==> src/hdl/tle_pkg.sv <==
// shared types, constants and helpers of the terminal line editor
`default_nettype none

package tle_pkg;

	// default line store depth in bytes
	localparam int unsigned DEF_LINE_DEPTH = 1024;

	// result field widths
	localparam int unsigned KIND_W = 2;
	localparam int unsigned LEN_W  = 11;

	// command queue depth is 2**CMDQ_AW
	localparam int unsigned CMDQ_AW = 2;

	// byte codes
	localparam logic [7:0] CH_BS      = 8'd8;
	localparam logic [7:0] CH_NEWLINE = 8'd10;
	localparam logic [7:0] CH_ESC     = 8'd27;
	localparam logic [7:0] CH_SPACE   = 8'd32;
	localparam logic [7:0] CH_ONE     = 8'd49;
	localparam logic [7:0] CH_SEMI    = 8'd59;
	localparam logic [7:0] CH_LBRACK  = 8'd91;
	localparam logic [7:0] CH_DEL     = 8'd127;

	// escape count at which a long sequence ends
	localparam logic [2:0] ESC_LONG_END = 3'd4;

	// result kinds
	localparam logic [KIND_W-1:0] KIND_ECHO = 2'd0;
	localparam logic [KIND_W-1:0] KIND_LINE = 2'd1;
	localparam logic [KIND_W-1:0] KIND_DROP = 2'd2;

	// commands from the front to the back
	typedef enum logic [1:0] {
		OP_PUSH  = 2'd0,
		OP_ERASE = 2'd1,
		OP_CHECK = 2'd2
	} cmd_op_t;

	typedef struct packed {
		cmd_op_t    op;
		logic [7:0] data;
	} cmd_t;

	// one result beat
	typedef struct packed {
		logic [KIND_W-1:0] kind;
		logic [7:0]        out_byte;
		logic [LEN_W-1:0]  line_length;
		logic              last_of_run;
	} res_t;

	// tab, newline, vertical tab, form feed, carriage return, space
	function automatic logic is_space(input logic [7:0] b);
		return b inside {[8'd9:8'd13], CH_SPACE};
	endfunction

endpackage

`default_nettype wire

==> src/hdl/tle_in_if.sv <==
// input byte channel of the terminal line editor
`default_nettype none

interface tle_in_if;
	logic       valid;
	logic       ready;
	logic [7:0] in_byte;

	modport source (output valid, output in_byte, input ready);
	modport sink (input valid, input in_byte, output ready);
endinterface

`default_nettype wire

==> src/hdl/tle_out_if.sv <==
// result channel of the terminal line editor
`default_nettype none

interface tle_out_if;
	logic        valid;
	logic        ready;
	logic [1:0]  kind;
	logic [7:0]  out_byte;
	logic [10:0] line_length;
	logic        last_of_run;

	modport source (output valid, output kind, output out_byte, output line_length,
		output last_of_run, input ready);
	modport sink (input valid, input kind, input out_byte, input line_length,
		input last_of_run, output ready);
endinterface

`default_nettype wire

==> src/hdl/tle_ram.sv <==
// generic single port ram with registered read
`default_nettype none

module tle_ram #(
	parameter int unsigned WIDTH = 8,
	parameter int unsigned DEPTH = 16
) (
	input  wire                      clk,
	input  wire                      we,
	input  wire [$clog2(DEPTH)-1:0]  addr,
	input  wire [WIDTH-1:0]          wdata,
	output logic [WIDTH-1:0]         rdata
);

	logic [WIDTH-1:0] mem_q [DEPTH];
	logic [WIDTH-1:0] rdata_q;

	// write and registered read
	always_ff @(posedge clk) begin
		if (we) begin
			mem_q[addr] <= wdata;
		end
		rdata_q <= mem_q[addr];
	end

	assign rdata = rdata_q;

endmodule

`default_nettype wire

==> src/hdl/tle_front.sv <==
// front end: escape sequence filter and command classification
`default_nettype none

module tle_front import tle_pkg::*; (
	input  wire        clk,
	input  wire        arst_n,
	tle_in_if.sink     keys,
	output logic       cmd_valid,
	input  wire        cmd_ready,
	output cmd_t       cmd
);

	typedef enum logic [3:0] {
		ESC_NORMAL  = 4'b0001,
		ESC_ESC     = 4'b0010,
		ESC_BRACKET = 4'b0100,
		ESC_LONG    = 4'b1000
	} esc_state_t;

	esc_state_t esc_state_q;
	logic [2:0] esc_cnt_q;
	logic       accept;
	logic [7:0] b;

	assign b          = keys.in_byte;
	assign keys.ready = cmd_ready;
	assign accept     = keys.valid && cmd_ready;

	// classify the byte into a command for the back end
	always_comb begin
		cmd.data  = b;
		cmd.op    = OP_CHECK;
		cmd_valid = 1'b0;
		if (esc_state_q == ESC_NORMAL) begin
			cmd_valid = accept && (b != CH_ESC);
			cmd.op    = (b == CH_BS || b == CH_DEL) ? OP_ERASE : OP_PUSH;
		end else begin
			cmd_valid = accept && (b == CH_NEWLINE);
		end
	end

	// escape filter state
	always_ff @(posedge clk or negedge arst_n) begin
		if (!arst_n) begin
			esc_state_q <= ESC_NORMAL;
			esc_cnt_q   <= 3'd0;
		end else if (accept) begin
			case (esc_state_q)
				ESC_NORMAL: begin
					if (b == CH_ESC) begin
						esc_state_q <= ESC_ESC;
						esc_cnt_q   <= 3'd0;
					end
				end
				ESC_ESC: begin
					if (b == CH_LBRACK) begin
						esc_state_q <= ESC_BRACKET;
						esc_cnt_q   <= 3'd1;
					end else begin
						esc_state_q <= ESC_NORMAL;
						esc_cnt_q   <= 3'd0;
					end
				end
				ESC_BRACKET: begin
					if (b == CH_ONE) begin
						esc_state_q <= ESC_LONG;
						esc_cnt_q   <= esc_cnt_q + 3'd1;
					end else begin
						esc_state_q <= ESC_NORMAL;
						esc_cnt_q   <= 3'd0;
					end
				end
				ESC_LONG: begin
					if (esc_cnt_q >= ESC_LONG_END) begin
						esc_state_q <= ESC_NORMAL;
						esc_cnt_q   <= 3'd0;
					end else begin
						esc_cnt_q   <= esc_cnt_q + 3'd1;
					end
				end
				default: begin
					esc_state_q <= ESC_NORMAL;
					esc_cnt_q   <= 3'd0;
				end
			endcase
		end
	end

endmodule

`default_nettype wire

==> src/hdl/tle_cmdq.sv <==
// short command queue between front and back end
`default_nettype none

module tle_cmdq import tle_pkg::*; (
	input  wire   clk,
	input  wire   arst_n,
	input  wire   push_valid,
	output logic  push_ready,
	input  cmd_t  push_cmd,
	output logic  pop_valid,
	input  wire   pop_ready,
	output cmd_t  pop_cmd
);

	localparam int unsigned DEPTH = 1 << CMDQ_AW;

	cmd_t               entry_q [DEPTH];
	logic [CMDQ_AW-1:0] wr_ptr_q;
	logic [CMDQ_AW-1:0] rd_ptr_q;
	logic [CMDQ_AW:0]   fill_q;
	logic               do_push;
	logic               do_pop;

	assign push_ready = fill_q != (CMDQ_AW + 1)'(DEPTH);
	assign pop_valid  = fill_q != '0;
	assign pop_cmd    = entry_q[rd_ptr_q];
	assign do_push    = push_valid && push_ready;
	assign do_pop     = pop_valid && pop_ready;

	// entry storage
	always_ff @(posedge clk) begin
		if (do_push) begin
			entry_q[wr_ptr_q] <= push_cmd;
		end
	end

	// pointers and fill level
	always_ff @(posedge clk or negedge arst_n) begin
		if (!arst_n) begin
			wr_ptr_q <= '0;
			rd_ptr_q <= '0;
			fill_q   <= '0;
		end else begin
			if (do_push) begin
				wr_ptr_q <= wr_ptr_q + CMDQ_AW'(1);
			end
			if (do_pop) begin
				rd_ptr_q <= rd_ptr_q + CMDQ_AW'(1);
			end
			if (do_push && !do_pop) begin
				fill_q <= fill_q + (CMDQ_AW + 1)'(1);
			end else if (do_pop && !do_push) begin
				fill_q <= fill_q - (CMDQ_AW + 1)'(1);
			end
		end
	end

endmodule

`default_nettype wire

==> src/hdl/tle_back.sv <==
// back end: line store, erase, line completion and result sequencing
`default_nettype none

module tle_back import tle_pkg::*; #(
	parameter int unsigned LINE_DEPTH = DEF_LINE_DEPTH
) (
	input  wire         clk,
	input  wire         arst_n,
	input  wire         cmd_valid,
	output logic        cmd_ready,
	input  cmd_t        cmd,
	tle_out_if.source   results
);

	localparam int unsigned CW = $clog2(LINE_DEPTH + 1);
	localparam int unsigned AW = $clog2(LINE_DEPTH);
	localparam int unsigned LW = (CW > LEN_W) ? CW : LEN_W;

	typedef enum logic [2:0] {
		B_IDLE  = 3'b001,
		B_ERASE = 3'b010,
		B_LINE  = 3'b100
	} back_state_t;

	back_state_t      state_q;
	logic             step_q;
	logic [CW-1:0]    count_q;
	logic             top_flag_q;
	logic             load_q;
	logic             res_valid_q;
	res_t             res_q;
	logic [LEN_W-1:0] line_len_q;

	logic             ob_free;
	logic             pop;
	logic             full;
	logic             is_nl;
	logic             new_flag;
	logic [CW-1:0]    cnt_p1;
	logic [CW-1:0]    cnt_m2;
	logic             ram_we;
	logic [AW-1:0]    ram_addr;
	logic             ram_rdata;
	logic             emit_en;
	res_t             emit_res;
	logic             go_line;
	logic [LEN_W-1:0] pend_len;

	// line length as the low bits of the stored count
	function automatic logic [LEN_W-1:0] len_of(input logic [CW-1:0] c);
		logic [LW-1:0] e;
		e = LW'(c);
		return e[LEN_W-1:0];
	endfunction

	assign ob_free   = !res_valid_q || results.ready;
	assign cmd_ready = (state_q == B_IDLE) && ob_free;
	assign pop       = cmd_valid && cmd_ready;
	assign full      = count_q == CW'(LINE_DEPTH);
	assign is_nl     = cmd.data == CH_NEWLINE;
	assign cnt_p1    = count_q + CW'(1);
	assign cnt_m2    = count_q - CW'(2);
	// flag per entry: last non-whitespace byte up to here is a semicolon
	assign new_flag  = is_space(cmd.data) ? top_flag_q : (cmd.data == CH_SEMI);

	// store write on push, read of the new top entry on erase
	assign ram_we   = pop && (cmd.op == OP_PUSH) && !full;
	assign ram_addr = ram_we ? count_q[AW-1:0] : cnt_m2[AW-1:0];

	tle_ram #(
		.WIDTH (1),
		.DEPTH (LINE_DEPTH)
	) u_flag_ram (
		.clk   (clk),
		.we    (ram_we),
		.addr  (ram_addr),
		.wdata (new_flag),
		.rdata (ram_rdata)
	);

	// result selection
	always_comb begin
		emit_en              = 1'b0;
		emit_res.kind        = KIND_ECHO;
		emit_res.out_byte    = '0;
		emit_res.line_length = '0;
		emit_res.last_of_run = 1'b1;
		go_line              = 1'b0;
		pend_len             = len_of(count_q);
		case (state_q)
			B_IDLE: begin
				if (pop) begin
					case (cmd.op)
						OP_PUSH: begin
							emit_en = 1'b1;
							if (!full) begin
								go_line           = is_nl && new_flag;
								pend_len          = len_of(cnt_p1);
								emit_res.out_byte = cmd.data;
							end else begin
								go_line       = is_nl && top_flag_q;
								emit_res.kind = KIND_DROP;
							end
							emit_res.last_of_run = !go_line;
						end
						OP_ERASE: begin
							emit_en              = count_q != '0;
							emit_res.out_byte    = CH_BS;
							emit_res.last_of_run = 1'b0;
						end
						OP_CHECK: begin
							emit_en              = (count_q != '0) && top_flag_q;
							emit_res.kind        = KIND_LINE;
							emit_res.line_length = len_of(count_q);
						end
						default: begin
							emit_en = 1'b0;
						end
					endcase
				end
			end
			B_ERASE: begin
				emit_en              = ob_free;
				emit_res.out_byte    = step_q ? CH_BS : CH_SPACE;
				emit_res.last_of_run = step_q;
			end
			B_LINE: begin
				emit_en              = ob_free;
				emit_res.kind        = KIND_LINE;
				emit_res.line_length = line_len_q;
			end
			default: begin
				emit_en = 1'b0;
			end
		endcase
	end

	// result and pending length payload
	always_ff @(posedge clk) begin
		if (emit_en) begin
			res_q <= emit_res;
		end
		if (go_line) begin
			line_len_q <= pend_len;
		end
	end

	// control state
	always_ff @(posedge clk or negedge arst_n) begin
		if (!arst_n) begin
			state_q     <= B_IDLE;
			step_q      <= 1'b0;
			count_q     <= '0;
			top_flag_q  <= 1'b0;
			load_q      <= 1'b0;
			res_valid_q <= 1'b0;
		end else begin
			if (emit_en) begin
				res_valid_q <= 1'b1;
			end else if (results.ready) begin
				res_valid_q <= 1'b0;
			end
			if (load_q) begin
				top_flag_q <= ram_rdata;
				load_q     <= 1'b0;
			end
			case (state_q)
				B_IDLE: begin
					if (pop) begin
						case (cmd.op)
							OP_PUSH: begin
								if (go_line) begin
									count_q    <= '0;
									top_flag_q <= 1'b0;
									state_q    <= B_LINE;
								end else if (!full) begin
									count_q    <= cnt_p1;
									top_flag_q <= new_flag;
								end
							end
							OP_ERASE: begin
								if (count_q != '0) begin
									count_q <= count_q - CW'(1);
									if (count_q >= CW'(2)) begin
										load_q <= 1'b1;
									end else begin
										top_flag_q <= 1'b0;
									end
									step_q  <= 1'b0;
									state_q <= B_ERASE;
								end
							end
							OP_CHECK: begin
								if (emit_en) begin
									count_q    <= '0;
									top_flag_q <= 1'b0;
								end
							end
							default: begin
								state_q <= B_IDLE;
							end
						endcase
					end
				end
				B_ERASE: begin
					if (ob_free) begin
						if (!step_q) begin
							step_q <= 1'b1;
						end else begin
							state_q <= B_IDLE;
						end
					end
				end
				B_LINE: begin
					if (ob_free) begin
						state_q <= B_IDLE;
					end
				end
				default: begin
					state_q <= B_IDLE;
				end
			endcase
		end
	end

	assign results.valid       = res_valid_q;
	assign results.kind        = res_q.kind;
	assign results.out_byte    = res_q.out_byte;
	assign results.line_length = res_q.line_length;
	assign results.last_of_run = res_q.last_of_run;

endmodule

`default_nettype wire

==> src/hdl/terminal_line_editor.sv <==
// Terminal line editor: takes raw keyboard bytes on the keys channel and
// returns echo, line-complete and dropped-byte beats on the results channel.
// Each result beat carries last_of_run on the final beat caused by one byte;
// bytes swallowed by the escape filter and erase on an empty line give none.
// The front end accepts one byte per cycle while its four-entry command queue
// has room; the escape filter runs there and needs no buffer access.
// The back end takes one command per cycle while it is idle and its output
// register is free: a stored byte gives its echo in the cycle after the back
// end takes it, a completed line adds one more beat after that one, and an
// erase gives its three beats in turn. Line completion needs no backward
// scan: each stored entry keeps a flag telling whether the last non-whitespace
// byte up to it is a semicolon, so a newline is decided from the flag of the
// top entry alone.
// An erase reads the flag of the new top entry from the single-port flag ram.
// The results channel has an output register: a stall there holds the beat
// and backs up into the queue and then the keys channel, with no loss.
// Reset clears the escape filter, the queue and the stored count; the flag
// ram needs no clearing since only entries below the count are read.
`default_nettype none

module terminal_line_editor import tle_pkg::*; #(
	parameter int unsigned LINE_DEPTH = DEF_LINE_DEPTH
) (
	input  wire        clk,
	input  wire        arst_n,
	tle_in_if.sink     keys,
	tle_out_if.source  results
);

	logic front_valid;
	logic front_ready;
	cmd_t front_cmd;
	logic back_valid;
	logic back_ready;
	cmd_t back_cmd;

	tle_front u_front (
		.clk       (clk),
		.arst_n    (arst_n),
		.keys      (keys),
		.cmd_valid (front_valid),
		.cmd_ready (front_ready),
		.cmd       (front_cmd)
	);

	tle_cmdq u_cmdq (
		.clk        (clk),
		.arst_n     (arst_n),
		.push_valid (front_valid),
		.push_ready (front_ready),
		.push_cmd   (front_cmd),
		.pop_valid  (back_valid),
		.pop_ready  (back_ready),
		.pop_cmd    (back_cmd)
	);

	tle_back #(
		.LINE_DEPTH (LINE_DEPTH)
	) u_back (
		.clk       (clk),
		.arst_n    (arst_n),
		.cmd_valid (back_valid),
		.cmd_ready (back_ready),
		.cmd       (back_cmd),
		.results   (results)
	);

endmodule

`default_nettype wire

==> src/flat_wrapper.sv <==
// flat-port wrapper written by rule: the top's interface ports become plain ports
module terminal_line_editor_flat import tle_pkg::*;
#(
	parameter int unsigned LINE_DEPTH = DEF_LINE_DEPTH
)
  (clk, arst_n, keys_valid, keys_in_byte, keys_ready, results_valid, results_kind, results_out_byte, results_line_length, results_last_of_run, results_ready);
  tle_in_if keys_i ();
  tle_out_if results_i ();
  input  wire clk;
  input  wire arst_n;
  input wire logic [$bits(keys_i.valid)-1:0] keys_valid;
  input wire logic [$bits(keys_i.in_byte)-1:0] keys_in_byte;
  output wire logic [$bits(keys_i.ready)-1:0] keys_ready;
  output wire logic [$bits(results_i.valid)-1:0] results_valid;
  output wire logic [$bits(results_i.kind)-1:0] results_kind;
  output wire logic [$bits(results_i.out_byte)-1:0] results_out_byte;
  output wire logic [$bits(results_i.line_length)-1:0] results_line_length;
  output wire logic [$bits(results_i.last_of_run)-1:0] results_last_of_run;
  input wire logic [$bits(results_i.ready)-1:0] results_ready;
  assign keys_i.valid = keys_valid;
  assign keys_i.in_byte = keys_in_byte;
  assign keys_ready = keys_i.ready;
  assign results_valid = results_i.valid;
  assign results_kind = results_i.kind;
  assign results_out_byte = results_i.out_byte;
  assign results_line_length = results_i.line_length;
  assign results_last_of_run = results_i.last_of_run;
  assign results_i.ready = results_ready;
  terminal_line_editor #(.LINE_DEPTH(LINE_DEPTH)) u_core (.clk(clk), .arst_n(arst_n), .keys(keys_i), .results(results_i));
endmodule
==> config.mk <==
export PLATFORM = sky130hd
export DESIGN_NAME = terminal_line_editor_flat
export DESIGN_NICKNAME = d
export VERILOG_FILES = /design/src/hdl/tle_pkg.sv /design/src/hdl/tle_in_if.sv /design/src/hdl/tle_out_if.sv /design/src/hdl/tle_ram.sv /design/src/hdl/tle_front.sv /design/src/hdl/tle_cmdq.sv /design/src/hdl/tle_back.sv /design/src/hdl/terminal_line_editor.sv /design/src/flat_wrapper.sv
export SDC_FILE = /design/constraint.sdc
export NUM_CORES = 2
export LEC_CHECK = 0
export BUFFER_PORTS_ARGS = -buffer_cell sky130_fd_sc_hd__buf_2
export CAP_MARGIN = 20
export CORE_MARGIN = 2
export CORE_UTILIZATION = 25
export CTS_CLUSTER_SIZE = 14
export DETAILED_ROUTE_END_ITERATION = 10
export GPL_ROUTABILITY_DRIVEN = 0
export HOLD_SLACK_MARGIN = 0.08
export PLACE_DENSITY = 0.41
export SLEW_MARGIN = 20
export SYNTH_ARGS = -nofsm -noshare
export SYNTH_HDL_FRONTEND = slang
export SYNTH_SLANG_ARGS = --single-unit
==> constraint.sdc <==
create_clock -name clk -period 17 [get_ports clk]
set_clock_uncertainty 0.2 [all_clocks]
set_input_delay 2.55 -clock clk [delete_from_list [all_inputs] [get_ports clk]]
set_output_delay 2.55 -clock clk [all_outputs]
set_load 0.02 [all_outputs]
==> flow_summary.json <==
{
  "track_usage_pct": 16.1,
  "cpPeakStageDelay_ns": 0.67,
  "via_count": 31172,
  "cts.path.max_buffers": 3,
  "layout.cells.non_filler": 6362,
  "irDropWorstVdd_mv": 0.165,
  "utilization_pct": 28.7,
  "synth_nets": 3714,
  "cts-root-buf": "clkbuf_16",
  "route.detailed.drc": 0,
  "critPathArrivalTime_ns": 7.27,
  "rows": 164,
  "worstHoldPathCells": 1,
  "cts_hold_buffers": 0,
  "synth_warnings": 0,
  "area_growth_pct": 14.5,
  "reg2regPathDepth": 15,
  "synth.distinct_cells": 91,
  "hold_path_class": "reg -> reg",
  "synth_edf_count": 1097,
  "crit_chain": "buf_2 > nand2b_1 > and4_4 > a21oi_4 > nor2_4 > buf_4 > buf_12 > mux4_2 > a22oi_1 > a31oi_1 > or3_1 > a311o_1 > o221ai_1 > a22oi_1",
  "grt_pass1_wl_mm": 238,
  "critPathRequiredTime_ns": 17.44,
  "maxCapViolCount": 0,
  "crit_path_frequent_cell": "a22oi_1",
  "synth.top_cells.by_area": "edfxtp_1, mux4_2, nor2_1, nand2_1, clkbuf_1",
  "maxSlewViolCount": 0,
  "dp_cells": 6130,
  "synth.largest_area_cell": "edfxtp_1",
  "synth.avg_cell_area_um2": 13.6,
  "drt_iter0_drc": 3270,
  "totalWireLength_mm": 166,
  "clock_latency_ns": 0.75,
  "grt.overflow.total": 0,
  "numCtsBuffers": 134,
  "cts_resized": 0,
  "tns_ns": 0,
  "post-route-min-period_ns": 6.84,
  "yosysTopAreaCellShare_pct": 65.9,
  "drtPass1Iterations": 5,
  "grt_setup_unrepaired": "no",
  "grt_pass1_vias": 31113,
  "setup_viol": 0,
  "power_uw": 10400,
  "power_per_cell_area_nw_per_um2": 182,
  "fmax_mhz": 146,
  "cts_tree": "built",
  "grt_max_degree": 264,
  "die_area_um2": 203000,
  "drive_above_1_share_pct": 16.3,
  "yosysSeqAreaShare_pct": 67.6,
  "path_clk_slew_ns": 0.06,
  "cts_sinks": 1130,
  "pin_count": 36,
  "hpwlAfterDp_mm": 84.1,
  "wl_per_cell_um": 26.1,
  "postCtsSetupBuffers": 0,
  "syn_area_um2": 50000,
  "fp.dieW_um": 451,
  "synth-seq-cells": 1130,
  "die-height_um": 451,
  "initial_core_util_pct": 25.1,
  "syn_inst": 3681,
  "leakagePower_uw": 0.0189,
  "cp-start-kind": "input port",
  "avgViaCountPerCell": 4.90,
  "crit_path_end_kind": "register",
  "hold_viol_final": 0,
  "final_nets": 3643,
  "crit_type": "in -> reg",
  "num_antenna_cells": 0,
  "cts.htree.levels": 4,
  "core-area_um2": 199000,
  "antenna_found_initial": 6,
  "port-buffer-count": 35,
  "critPathMaxFanout": 93,
  "run_status": "finished, final reports clean",
  "synth_ff_type": "edfxtp_1",
  "async_flop_share_pct": 2.83,
  "cp_slowest_cell": "buf_4",
  "slew_headroom_pct": 12.8,
  "ant_nets": 0,
  "worst_pin_slew_ns": 1.31,
  "fin_crit_sh_pct": 40.2
}
==> layer usage <==
layer	up-vias	routed length [um]	global-route usage, %
li1	13406	-	-
met1	16651	75400	22.7
met2	890	77500	25.7
met3	225	8360	2.35
met4	0	4460	4.77
met5	-	0	0
==> logic make-up (layout without fill, tap and decap cells) <==
group | count (synthesis) | count (layout) | share of synthesized area, %
AND/OR/NAND/NOR | 1550 | 1550 | 12.7
flip-flops | 1130 | 1130 | 67.6
buffers and inverters | 357 | 382 | 3.07
AO/OA/AOI/OAI | 328 | 328 | 4.95
multiplexers | 268 | 268 | 10.6
XOR/XNOR | 27 | 27 | 0.503
adder cells (fa/ha/maj) | 21 | 21 | 0.541
==> where the power goes <==
part,switching [uW],internal (uW)
clock,1180,1590
sequential,94.0,3170
combinational,3140,1230
==> state kept, by name, summed over array words and instances, names as in the netlist, 2 cells and up <==
register and cells:
u_core.u_cmdq.wr_ptr_q 2, u_core.u_front.esc_state_q 4, u_core.u_cmdq.entry_q 40, u_core.u_back.results.line_length 11, u_core.u_back.results.kind 2, u_core.u_back.state_q 3, u_core.u_cmdq.rd_ptr_q 2, u_core.u_back.results.out_byte 8
u_core.u_back.line_len_q 11, u_core.u_front.esc_cnt_q 3, u_core.u_back.count_q 11, u_core.u_cmdq.fill_q 3, u_core.u_back.u_flag_ram.mem_q 1024
==> worst max-delay path: cells and delay by family <==
| family | cells | cell delay, ns |
|---|---|---|
| simple gates | 4 | 1.79 |
| buf+inv | 3 | 1.30 |
| compound gates | 6 | 1.04 |
| mux | 1 | 0.41 |
==> per-stage QoR <==
step | area (um2) | setup WS (ns) | hold slack (ns)
2_1_floorplan | 50000 | 1.25 | 0.255
4_1_cts | 57200 | 10.19 | 0.309
3_3_place_gp | 53100 | 9.39 | 0.295
6_report | 57200 | 10.16 | 0.297
5_1_grt | 57200 | 9.94 | 0.342
3_5_place_dp | 53100 | 9.38 | 0.297
==> synth_stat cells, types with 8 or more instances <==
library cell / instances
nand2b_1: 11
edfxtp_1: 1097
nand4_1: 9
o22ai_1: 8
nor3_1: 32
clkbuf_1: 223
inv_1: 24
mux2i_1: 50
nor2_1: 1100
a31oi_1: 16
mux2_2: 8
a22o_1: 33
a221oi_1: 19
nand2_1: 246
a22oi_1: 55
buf_4: 21
xnor2_1: 16
mux4_2: 210
buf_1: 30
or3_1: 8
ha_1: 20
a32oi_1: 18
nand3_1: 52
a211oi_1: 17
dfrtp_1: 30
xor2_1: 9
o21ai_0: 32
a21oi_1: 42
and3_1: 29
a2111oi_0: 11
buf_2: 51
o211ai_1: 9
==> cell usage in the layout (no fill, tap or decap), types with 8 or more instances in the layout <==
master	netlist	final
nor3_1	32	29
o21ai_0	32	31
nand2_4	0	23
buf_2	51	35
o22ai_1	8	8
a22o_1	33	33
nor2_4	1	10
inv_1	24	23
nand2b_1	11	11
clkinv_1	1	25
or3_1	8	8
a221oi_1	19	19
clkinv_2	0	8
nor2_1	1100	1093
dfrtp_1	30	29
ha_1	20	20
clkbuf_16	0	139
o211ai_1	9	9
a22oi_1	55	55
mux2i_1	50	50
a21oi_1	42	41
mux2_2	8	8
a31oi_1	16	16
a32oi_1	18	18
clkbuf_1	223	43
buf_4	21	83
mux4_2	210	210
nand2_2	0	25
xnor2_1	16	13
edfxtp_1	1097	1097
and3_1	29	29
a211oi_1	17	17
nand4_1	9	9
nand3_1	52	52
nand2_1	246	198
a2111oi_0	11	10
xor2_1	9	8
==> area by class of cell <==
cell class | count | area, um2
Tap cell | 2656 | 3320
Clock inverter | 49 | 447
Clock buffer | 183 | 3650
Fill cell | 20189 | 142000
Sequential cell | 1130 | 33800
Inverter | 25 | 101
Timing Repair Buffer | 125 | 925
Multi-Input combinational cell | 2194 | 15000
==> final timing paths <==
kind / start / end / slack [ns]
setup / recovery: results_ready / u_core.u_back.u_flag_ram.rdata$_DFF_P_ / 10.16
hold / removal: u_core.u_cmdq.fill_q[2]$_DFFE_PN0P_ / u_core.u_cmdq.fill_q[2]$_DFFE_PN0P_ / 0.30
setup reg to reg: u_core.u_cmdq.rd_ptr_q[0]$_DFFE_PN0P_ / u_core.u_back.u_flag_ram.rdata$_DFF_P_ / 10.34
hold reg to reg: u_core.u_cmdq.fill_q[2]$_DFFE_PN0P_ / u_core.u_cmdq.fill_q[2]$_DFFE_PN0P_ / 0.30
max in group asynchronous: arst_n / u_core.u_back.count_q[0]$_DFFE_PN0P_ / 14.24
min in group asynchronous: arst_n / u_core.u_front.esc_state_q[2]$_DFFE_PN0P_ / 1.72
No activity file was read; power rests on OpenSTA's default activity.
